--- config.mk ---
export PLATFORM = sky130hd
export DESIGN_NAME = udp_receive_demux_check
export DESIGN_NICKNAME = d
export VERILOG_FILES = /design/src/sv/udprdc_pkg.sv /design/src/sv/udprdc_socket_table.sv /design/src/sv/udp_receive_demux_check.sv
export SDC_FILE = /design/constraint.sdc
export NUM_CORES = 1
export LEC_CHECK = 0
export ABC_AREA = 1
export BUFFER_PORTS_ARGS = -buffer_cell sky130_fd_sc_hd__buf_2
export CAP_MARGIN = 20
export CORE_AREA = 2 2 261 392
export DETAILED_ROUTE_END_ITERATION = 10
export DIE_AREA = 0 0 263 394
export GPL_TIMING_DRIVEN = 0
export HOLD_SLACK_MARGIN = 0.1
export PLACE_DENSITY = 0.61
export SLEW_MARGIN = 25
export SYNTH_ARGS = -nofsm -noshare
export SYNTH_HDL_FRONTEND = slang
export SYNTH_SLANG_ARGS = --single-unit
--- constraint.sdc ---
create_clock -name clk -period 9.2 [get_ports clk]
set_input_delay 1.38 -clock clk [delete_from_list [all_inputs] [get_ports clk]]
set_output_delay 1.38 -clock clk [all_outputs]
set_load 0.02 [all_outputs]
--- src/sv/udprdc_pkg.sv ---
// ----------------------------------------------------------------------------
// udprdc_pkg
// Shared types and constants of the UDP receive checker and port demultiplexer.
// ----------------------------------------------------------------------------
package udprdc_pkg;

  localparam int SOCKET_SLOTS = 8;
  localparam int SLOT_W       = 3;
  localparam int IN_DATA_W    = 168;
  localparam int OUT_DATA_W   = 40;

  localparam logic MODE_SOCK_WRITE = 1'b0;
  localparam logic MODE_DGRAM_WORD = 1'b1;

  localparam logic [15:0] UDP_PROTO = 16'd17;
  localparam logic [15:0] CSUM_OK   = 16'hffff;
  localparam logic [15:0] HDR_BYTES = 16'd8;
  localparam logic [15:0] WC_MAX    = 16'hffff;

  // header word positions
  localparam logic [15:0] W_SRC_PORT = 16'd0;
  localparam logic [15:0] W_DST_PORT = 16'd1;
  localparam logic [15:0] W_LENGTH   = 16'd2;
  localparam logic [15:0] W_CSUM     = 16'd3;

  typedef enum logic [2:0] {
    ST_ACCEPTED   = 3'd0,
    ST_BAD_LENGTH = 3'd1,
    ST_ZERO_PORT  = 3'd2,
    ST_NO_SOCKET  = 3'd3,
    ST_CSUM_ERROR = 3'd4
  } status_t;

  // tdata layout of the input channel, last member in the lowest bits
  typedef struct packed {
    logic [3:0]        pad;
    logic [15:0]       datagram_word;
    logic [15:0]       frame_bytes;
    logic [31:0]       dst_ip;
    logic [31:0]       src_ip;
    logic [15:0]       remote_port;
    logic [31:0]       peer_ip;
    logic [15:0]       local_port;
    logic              slot_in_use;
    logic [SLOT_W-1:0] slot;
  } in_item_t;

  typedef struct packed {
    logic [1:0]        pad;
    logic [15:0]       payload_bytes;
    logic [15:0]       source_port;
    logic [SLOT_W-1:0] socket_index;
    status_t           status;
  } out_item_t;

  typedef struct packed {
    logic              en;
    logic [SLOT_W-1:0] slot;
    logic              in_use;
    logic [15:0]       port;
    logic [31:0]       peer_addr;
    logic [15:0]       remote_port;
  } sock_wr_t;

  typedef struct packed {
    logic [15:0] dst_port;
    logic [15:0] src_port;
    logic [31:0] src_addr;
  } sock_query_t;

  typedef struct packed {
    logic              found;
    logic [SLOT_W-1:0] index;
  } sock_match_t;

endpackage

--- src/sv/udprdc_socket_table.sv ---
// ----------------------------------------------------------------------------
// udprdc_socket_table
// Socket table with per-entry registers and a parallel first-match lookup.
// ----------------------------------------------------------------------------
module udprdc_socket_table
  import udprdc_pkg::*;
(
  input  logic        clk,
  input  logic        rst_n,
  input  sock_wr_t    wr,
  input  sock_query_t query,
  output sock_match_t match
);

  logic        sock_open_r      [SOCKET_SLOTS];
  logic [15:0] sock_port_r      [SOCKET_SLOTS];
  logic [15:0] sock_rport_r     [SOCKET_SLOTS];
  logic [31:0] sock_peer_addr_r [SOCKET_SLOTS];

  always_ff @(posedge clk) begin
    for (int i = 0; i < SOCKET_SLOTS; i++) begin
      if (!rst_n) begin
        sock_open_r[i] <= 1'b0;
      end else if (wr.en && 32'(wr.slot) == i) begin
        sock_open_r[i] <= wr.in_use;
      end
    end
  end

  // entry contents only matter while the entry is open
  always_ff @(posedge clk) begin
    for (int i = 0; i < SOCKET_SLOTS; i++) begin
      if (wr.en && 32'(wr.slot) == i) begin
        sock_port_r[i]      <= wr.port;
        sock_rport_r[i]     <= wr.remote_port;
        sock_peer_addr_r[i] <= wr.peer_addr;
      end
    end
  end

  always_comb begin
    logic hit;
    match = '0;
    for (int i = SOCKET_SLOTS - 1; i >= 0; i--) begin
      hit = sock_open_r[i] && sock_port_r[i] == query.dst_port &&
            (sock_rport_r[i] == 16'd0 ||
             (sock_rport_r[i] == query.src_port &&
              sock_peer_addr_r[i] == query.src_addr));
      // lowest matching entry wins
      if (hit) begin
        match.found = 1'b1;
        match.index = SLOT_W'(i);
      end
    end
  end

endmodule

--- src/sv/udp_receive_demux_check.sv ---
// ----------------------------------------------------------------------------
// udp_receive_demux_check
// Checks received UDP datagrams word by word (length, port, socket match,
// checksum) and returns one status word per datagram; also takes socket writes.
// ----------------------------------------------------------------------------
// output: the last word of a datagram passes the input register, then its status
// word is written to the result register that drives out_tvalid
// throughput: one word per cycle; in_tready drops only while a result waits
// on out_tready and the input register is full
// reset: synchronous, active low; clears the pipeline, the socket open bits
// and the datagram state
module udp_receive_demux_check
  import udprdc_pkg::*;
(
  input  logic                  clk,
  input  logic                  rst_n,
  input  logic                  in_tvalid,
  output logic                  in_tready,
  // slot, slot_in_use, local_port, peer_ip, remote_port, src_ip, dst_ip,
  // frame_bytes, datagram_word
  input  logic [IN_DATA_W-1:0]  in_tdata,
  // mode
  input  logic                  in_tuser,
  input  logic                  in_tlast,
  output logic                  out_tvalid,
  input  logic                  out_tready,
  // status, socket_index, source_port, payload_bytes
  output logic [OUT_DATA_W-1:0] out_tdata
);

  logic      s1_valid_r;
  in_item_t  s1_item_r;
  logic      s1_mode_r;
  logic      s1_last_r;
  logic      advance;

  logic [15:0] word_count_r, word_count_nxt;
  logic [15:0] length_r, length_nxt;
  logic [15:0] dst_port_r, dst_port_nxt;
  logic [15:0] src_port_r, src_port_nxt;
  logic        csum_present_r, csum_present_nxt;
  logic [15:0] run_sum_r, run_sum_nxt;
  logic [31:0] src_addr_r, src_addr_nxt;
  logic [31:0] dst_addr_r, dst_addr_nxt;
  logic [15:0] frame_r, frame_nxt;

  logic        out_valid_r;
  out_item_t   out_item_r, out_item_nxt;

  sock_wr_t    sock_wr;
  sock_query_t sock_query;
  sock_match_t sock_match;

  logic        dgram_go;
  logic        first;
  logic [15:0] w;
  logic [16:0] byte_pos;
  logic [15:0] add_a, add_b;
  logic [19:0] acc;
  logic [16:0] fold1;

  assign advance   = !out_valid_r || out_tready;
  assign in_tready = !s1_valid_r || advance;
  assign dgram_go  = s1_valid_r && advance && s1_mode_r == MODE_DGRAM_WORD;

  always_ff @(posedge clk) begin
    if (!rst_n) begin
      s1_valid_r <= 1'b0;
    end else if (in_tready) begin
      s1_valid_r <= in_tvalid;
    end
  end

  always_ff @(posedge clk) begin
    if (in_tready && in_tvalid) begin
      s1_item_r <= in_item_t'(in_tdata);
      s1_mode_r <= in_tuser;
      s1_last_r <= in_tlast;
    end
  end

  assign sock_wr.en          = s1_valid_r && advance && s1_mode_r == MODE_SOCK_WRITE;
  assign sock_wr.slot        = s1_item_r.slot;
  assign sock_wr.in_use      = s1_item_r.slot_in_use;
  assign sock_wr.port        = s1_item_r.local_port;
  assign sock_wr.peer_addr   = s1_item_r.peer_ip;
  assign sock_wr.remote_port = s1_item_r.remote_port;

  // header fields are settled once the checksum word is reached
  assign sock_query.dst_port = dst_port_r;
  assign sock_query.src_port = src_port_r;
  assign sock_query.src_addr = src_addr_r;

  udprdc_socket_table u_table (
    .clk   (clk),
    .rst_n (rst_n),
    .wr    (sock_wr),
    .query (sock_query),
    .match (sock_match)
  );

  assign w        = s1_item_r.datagram_word;
  assign first    = word_count_r == W_SRC_PORT;
  assign byte_pos = {word_count_r, 1'b0};

  always_comb begin
    add_a = 16'd0;
    add_b = 16'd0;
    if (word_count_r <= W_CSUM) begin
      add_a = w;
      // length word counts once more for the pseudo-header
      if (word_count_r == W_LENGTH) add_b = w;
    end else if (byte_pos < {1'b0, length_r}) begin
      add_a = (byte_pos + 17'd1 == {1'b0, length_r}) ? {w[15:8], 8'h00} : w;
    end
  end

  // end-around carry sum, folded twice
  always_comb begin
    if (first) begin
      acc = 20'(s1_item_r.src_ip[31:16]) + 20'(s1_item_r.src_ip[15:0]) +
            20'(s1_item_r.dst_ip[31:16]) + 20'(s1_item_r.dst_ip[15:0]) +
            20'(UDP_PROTO) + 20'(add_a);
    end else begin
      acc = 20'(run_sum_r) + 20'(add_a) + 20'(add_b);
    end
    fold1       = 17'(acc[15:0]) + 17'(acc[19:16]);
    run_sum_nxt = fold1[15:0] + 16'(fold1[16]);
  end

  always_comb begin
    src_addr_nxt     = first ? s1_item_r.src_ip      : src_addr_r;
    dst_addr_nxt     = first ? s1_item_r.dst_ip      : dst_addr_r;
    frame_nxt        = first ? s1_item_r.frame_bytes : frame_r;
    src_port_nxt     = first ? w : src_port_r;
    dst_port_nxt     = (word_count_r == W_DST_PORT) ? w : (first ? 16'd0 : dst_port_r);
    length_nxt       = (word_count_r == W_LENGTH)   ? w : (first ? 16'd0 : length_r);
    csum_present_nxt = (word_count_r == W_CSUM) ? (w != 16'd0) :
                       (first ? 1'b0 : csum_present_r);
    if (s1_last_r) begin
      word_count_nxt = 16'd0;
    end else if (word_count_r != WC_MAX) begin
      word_count_nxt = word_count_r + 16'd1;
    end else begin
      word_count_nxt = word_count_r;
    end
  end

  always_ff @(posedge clk) begin
    if (!rst_n) begin
      word_count_r   <= 16'd0;
      length_r       <= 16'd0;
      dst_port_r     <= 16'd0;
      src_port_r     <= 16'd0;
      csum_present_r <= 1'b0;
      run_sum_r      <= 16'd0;
      src_addr_r     <= 32'd0;
      dst_addr_r     <= 32'd0;
      frame_r        <= 16'd0;
    end else if (dgram_go) begin
      word_count_r   <= word_count_nxt;
      length_r       <= length_nxt;
      dst_port_r     <= dst_port_nxt;
      src_port_r     <= src_port_nxt;
      csum_present_r <= csum_present_nxt;
      run_sum_r      <= run_sum_nxt;
      src_addr_r     <= src_addr_nxt;
      dst_addr_r     <= dst_addr_nxt;
      frame_r        <= frame_nxt;
    end
  end

  // before the checksum word any last word is a bad length, so the length,
  // frame size and destination port can be taken from the registers
  always_comb begin
    out_item_nxt             = '0;
    out_item_nxt.source_port = src_port_nxt;
    if (word_count_r < W_CSUM || length_r < HDR_BYTES || length_r > frame_r) begin
      out_item_nxt.status = ST_BAD_LENGTH;
    end else if (dst_port_r == 16'd0) begin
      out_item_nxt.status = ST_ZERO_PORT;
    end else if (!sock_match.found) begin
      out_item_nxt.status = ST_NO_SOCKET;
    end else if (csum_present_nxt && run_sum_nxt != CSUM_OK) begin
      out_item_nxt.status = ST_CSUM_ERROR;
    end else begin
      out_item_nxt.status        = ST_ACCEPTED;
      out_item_nxt.socket_index  = sock_match.index;
      out_item_nxt.payload_bytes = length_r - HDR_BYTES;
    end
  end

  always_ff @(posedge clk) begin
    if (!rst_n) begin
      out_valid_r <= 1'b0;
    end else if (advance) begin
      out_valid_r <= dgram_go && s1_last_r;
    end
  end

  always_ff @(posedge clk) begin
    if (dgram_go && s1_last_r) begin
      out_item_r <= out_item_nxt;
    end
  end

  assign out_tvalid = out_valid_r;
  assign out_tdata  = OUT_DATA_W'(out_item_r);

endmodule

## After elaboration in Yosys (flattened, before gate mapping)

Memory sizes are Yosys's and may differ from the RTL's.
Index checks and enable logic that the tools add are counted.
Widths: inputs -> output; s select.

| storage, ports and cells | value |
|---|---|
| memory bits (writable) | 520 |
| input bits | 174 |
| register bits after elaboration | 335 |
| output and inout bits | 42 |
| memories | 4 |
| word-level logic and storage cells | 322 |

| cells by class | value |
|---|---|
| magnitude comparators | 5 |
| bitwise gates (word level) | 10 |
| add/subtract/negate cells | 12 |
| muxes and demuxes | 129 |
| reduce and logical (&&, ||, !) cells | 97 |
| eq/ne operators | 37 |

Memory list:

| name | words | width | rd ports | clocked after memory_dff | write ports | line | RTL |
|---|---|---|---|---|---|---|---|
| u_table.sock_peer_addr_r | 8 | 32 | 8 | 0 | 1 | udprdc_socket_table.sv:18 | `logic [31:0] sock_peer_addr_r [SOCKET_SLOTS];` |
| u_table.sock_port_r | 8 | 16 | 8 | 0 | 1 | udprdc_socket_table.sv:16 | `logic [15:0] sock_port_r [SOCKET_SLOTS];` |
| u_table.sock_rport_r | 8 | 16 | 8 | 0 | 1 | udprdc_socket_table.sv:17 | `logic [15:0] sock_rport_r [SOCKET_SLOTS];` |
| u_table.sock_open_r | 8 | 1 | 8 | 0 | 8 | udprdc_socket_table.sv:15 | `logic sock_open_r [SOCKET_SLOTS];` |

Operators by type and width:

| operator | number |
|---|---|
| $mux 16 | 24 |
| $eq 16x16->1 | 16 |
| $eq 32x32->1 | 8 |
| $mux 32 | 7 |
| $reduce_or 16->1 | 14 |
| $reduce_or 32->1 | 7 |
| $logic_not 16->1 | 10 |
| $mux 3 | 22 |
| $mux 1 | 64 |
| $logic_and 1x1->1 | 38 |
| $add 17x16->18 | 2 |
| $add 16x16->17 | 2 |
| $eq 16x2->1 const B | 2 |
| $mux 4 | 8 |
| $ne 16x16->1 const B | 2 |
| $add 19x5->20 const B | 1 |
| $add 20x16->20 | 1 |
| $mux 20 | 1 |
| $add 18x16->19 | 1 |
| $add 16x4->17 | 1 |
| $add 17x1->17 const B | 1 |
| $eq 17x16->1 | 1 |
| $lt 17x16->1 | 1 |
| $add 16x1->16 | 1 |
| 25 further kinds | 55 |

## Logic depth before layout (Yosys ltp)

| depth | value |
|---|---|
| depth after elaboration | 15 |
| depth in mapped cells | 68 |
| mapped depth without buffers | 67 |

## Cells and area by module

A second synthesis with hierarchy kept.

| unflattened totals | value |
|---|---|
| cell total of the unflattened synthesis | 3843 |
| area, all modules | 41214.5 µm² |

Modules (own cells, without submodules):

| module | area each (µm²) | seq. area each (µm²) | instances | cells an instance |
|---|---|---|---|---|
| udprdc_socket_table | 23546.3 | 15605.0 | 1 | 1912 |
| udp_receive_demux_check | 17668.2 | 8748.4 | 1 | 1931 |

## Worst setup path before layout

Ideal clock, no wire load.

| timing path | value |
|---|---|
| path type | register to register |
| start | register length_r[2] |
| end | register out_item_r, in the netlist out_tdata[27], data pin |
| buffers on the path | 1 |
| data required time | 8.940 ns |
| library setup time | 0.260 ns |
| period minus slack after synthesis | 8.366 ns |
| cell stages (with the launch flop) | 68 |
| path slack | 0.834 ns |
| arrival time | 8.107 ns |
| path through | dfxtp_1 inv_1 ha_1 a21oi_1 o21ai_0 a21oi_1 nor2_1 nor2_1 nor3_1 a2111oi_0 nor2_1 o21bai_1 o211ai_1 nand2_1 nand2_1 inv_1 nand2_1 fa_1 (+32 left out) nand3b_1 inv_1 nand2_1 nor2_2 nand3_1 nor2_2 nand3_2 inv_2 nand2_1 nand2_1 inv_1 nand2_1 nor2_1 nand2_1 nand2_2 nand2_4 buf_12 nor2_4 |

| on the way | value |
|---|---|
| cells in the longest elaborated chain, start to end | 12 |
| elaborated cells on any way between the ends | 19 |
| those cells by class | 6 x add/sub; 3 x order compare; 2 x eq/ne; 4 x mux; 4 x reduce/logical |

RTL lines:

| what | line | RTL |
|---|---|---|
| start: declaration | udp_receive_demux_check.sv:38 | `logic [15:0] length_r, length_nxt;` |
| start signal: assignment | udp_receive_demux_check.sv:162 | `length_r <= length_nxt;` |
| parallel branches: the longest is 12 deep, another holds $add 17x16->18 | n/a |  |
| end signal: assignment | udp_receive_demux_check.sv:203 | `out_item_r <= out_item_nxt;` |
| end: declaration | udp_receive_demux_check.sv:48 | `out_item_t out_item_r, out_item_nxt;` |

Parallel ways; which one is timed is not known.
A chain may end at the register's enable or synchronous reset.

## Worst setup path after layout

| timing path | value |
|---|---|
| start | register length_r[2] |
| end | register out_item_r, in the netlist out_tdata[23], data pin |

| on the way | value |
|---|---|
| cells in the longest elaborated chain, start to end | 12 |
| elaborated cells on any way between the ends | 18 |
| those cells by class | 5 x add/sub; 3 x order compare; 2 x eq/ne; 4 x mux; 4 x reduce/logical |

RTL lines:

| what |
|---|
| parallel branches: the longest is 11 deep, another holds $add 17x16->18 |
| $reduce_or 4->1 (no source line) (*) |

Every way passes the cells marked *.

==> summary.txt <==
Outcome: complete, but fails checks
Violated checks: negative setup slack
DIE WIDTH: 263 um
Initial antenna violation count: 5
Peak supply drop: 0.124 mV
Post-synthesis async set-or-reset flop share: 0%
Finished layout cell area: 47900 um^2
Critical path peak fanout: 6
Seq cells post-synth: 855
Initial detailed-routing violation count: 2849
Std cell rows: 143
Required time worst endpoint: 9.74 ns
Setup ws final: -0.211 ns
Final Wtd Congestion: 0.990
Top_reg_cell synth: edfxtp_1
Largest stage delay, worst path: 0.50 ns
Post-Synth Simple-Gate Area: 14.9%
Clock latency at the later pin of the worst-skew pair: 0.70 ns
Flop2flop setup slack: -0.21 ns
Setup CP Type: flop to flop
GRT Total Usage: 24.7%
Commonest non-fill, non-tap cell in the layout: edfxtp_1
Die area: 104000 um^2
Dpl cells: 5065
EDFF count, synth: 723
Clock Path Buffers: 3
Compound-Gate Fraction of Synth Area: 6.01%
Core area: 101000 um^2
Register area share after synthesis: 61.0%
Worst hold path type: flop to flop
Most frequent cells in the layout: edfxtp_1, nand2_1, inv_1
Share of cells above drive strength 1: 19.3%
DR DRC count: 0
CTS sink cnt: 855
Crit path top cell by count: nand2_2
Hold_buf cts: 0
Dpl cell area: 43300 um^2
CTS Root Cell: clkbuf_16
Crit. End Element: flop
First-pass GRT wire length: 185000 um
Starting Density: 39.7%
Synth Area per Inst: 11.3 um^2
Final min period: 9.41 ns
Clock Skews: 0.0230 ns
CTS buffer count: 83
I/O pin cnt: 216
Antenna viol nets, final: 0
P_leak: 17.8 nW
Main combinational cell family by area after synthesis: simple AND/OR/NAND/NOR gates
YS warnings: 0
Fin crit share: 102%
CTS tree: yes
Pwr dens: 216 nW/um^2
Drt total wl: 130000 um
Router iterations before antenna repair: 8
Synthesized instance count: 3524
Post-route insts no fill: 5340
Slew Viols, Final: 0
P&R area growth vs syn: 19.9%
Setup TNS: -3.68 ns
Antenna fix cells: 0
Slew @ Worst Pin: 1.08 ns
Total congestion overflow: 0
Multiplexer area fraction after synthesis: 0%
Critical path buffers and inverters: 15
Vias/cell: 5.33
RSZ-0062 raised after global routing: true
Setup Viol. Count Final: 20
H-tree level count: 3
Routed len/inst: 24.3 um
CP arrival: 9.95 ns
Critical Path Start Type: flop
Largest net degree at the start of global routing: 85
Adder-cell area share of the yosys netlist: 6.07%
Fmax: 106 MHz
IO Port Bufs: 209
Xor and xnor fraction of the mapped netlist area: 6.89%
Total Nets Final: 4295
Dpl hpwl: 97500 um
Synth unique cells: 57
Hold Fails Final Rpt: 0
Max Cap Viol: 0
Slowest CP cell: fa_1
Number of global-route vias before repair: 27900
Vias: 28500
Synthesized cell area: 39900 um^2
Delay-heaviest family, CP: simple AND/OR/NAND/NOR gates
Clock transition at the registers of the reported paths: 0.06 ns
Height of the die: 394 um
Worst slew margin: 27.9%
==> where the power goes <==
part           internal, W  switching (W)
combinational     0.000867        0.00148
clock              0.00202        0.00156
sequential         0.00429       0.000113
total              0.00718        0.00316
==> tightest hold or removal path: stages (launching register included) <==
cell and delay, ns:
dfxtp_1 0.30, inv_1 0.06, a21oi_1 0.06
==> routing by layer <==
metal,vias up,GRT usage (%),wire (um)
li1,13000,-,-
met1,13800,27.8,47000
met2,1203,42.8,64500
met3,385,3.80,7880
met4,8,17.5,10500
met5,-,0,48
==> flip-flops by register name (all words and copies together), names as in the netlist <==
signal and flops:
csum_present_r 1, dst_port_r 16, frame_r 16, length_r 16, out_tdata 38, out_tvalid 1
run_sum_r 16, s1_item_r 148, s1_last_r 1, s1_mode_r 1, s1_valid_r 1, src_addr_r 32
src_port_r 16, u_table.sock_open_r 8, u_table.sock_peer_addr_r 256, u_table.sock_port_r 128, u_table.sock_rport_r 128, w 16
word_count_r 16
==> layout make-up <==
type,count,area [um^2]
Clock buffer,106,2270
Buffer,110,425
Fill cell,9036,52700
Sequential cell,855,24400
Inverter,432,1650
Multi-Input combinational cell,2127,14400
Clock inverter,47,547
Tap cell,1305,1630
Timing Repair Buffer,358,2650
==> cells by family (layout without fill, tap and decap cells) <==
kind of cell             count (synthesis)  count (layout)
AO/OA/AOI/OAI                          410             410
XOR/XNOR                               314             314
adder cells (fa/ha/maj)                154             154
buffers and inverters                  543            1053
flip-flops                             855             855
other                                    1               2
AND/OR/NAND/NOR                       1247            1247
==> timing repair <==
action | 4_1_cts | 5_1_grt
resized for setup | 100 | 99
setup endpoints to repair | 32 | 30
endpoints found under the hold margin | 0 | 0
setup buffers | 99 | 24
cloned | 1 | 0
pin swaps | 52 | 86
==> stage by stage <==
stage	setup slack (ns)	utilization (%)	power, W	hold WS [ns]
6_report	-0.211	47.6	0.0103	0.458
3_3_place_gp	-1.35	42.4	0.00628	0.447
5_1_grt	-0.540	47.6	0.0107	0.476
4_1_cts	-0.302	47.1	0.0101	0.464
2_1_floorplan	0.834	-	0.00571	0.433
3_5_place_dp	-1.54	43.1	0.00629	0.454
==> worst paths after layout <==
| kind | startpoint | end | cells after the start |
|---|---|---|---|
| setup / recovery | length_r[2] | out_tdata[23] | 66 |
| hold / removal | frame_r[10] | frame_r[10] | 2 |
| setup reg to reg | length_r[2] | out_tdata[23] | 66 |
| hold reg to reg | frame_r[10] | frame_r[10] | 2 |
==> synth_stat cells, types with 5 or more instances <==
library cell | number | share of area, %
nand2_4 | 5 | 0.14
ha_1 | 88 | 2.8
fa_1 | 66 | 3.3
nor2_2 | 6 | 0.094
o22ai_1 | 17 | 0.27
a21o_1 | 5 | 0.094
edfxtp_1 | 723 | 54
nor3_1 | 31 | 0.39
or4_1 | 11 | 0.21
o2111ai_1 | 30 | 0.66
xor2_1 | 49 | 1.1
o21ai_0 | 132 | 1.7
nand2_1 | 587 | 5.5
or2_2 | 80 | 1.3
nor2_1 | 173 | 1.6
nor4_1 | 64 | 1.0
xnor2_1 | 265 | 5.8
inv_2 | 8 | 0.075
dfxtp_1 | 132 | 6.6
inv_1 | 420 | 3.9
a211oi_1 | 12 | 0.23
nand4_1 | 121 | 1.9
a221oi_1 | 14 | 0.31
clkbuf_1 | 103 | 0.97
nor2_4 | 17 | 0.48
nand3_2 | 6 | 0.15
a21oi_1 | 160 | 2.0
nand2_2 | 8 | 0.13
nand3_1 | 119 | 1.5
o211ai_1 | 9 | 0.17
nand3b_1 | 5 | 0.094
No activity file was read; power rests on OpenSTA's default activity.
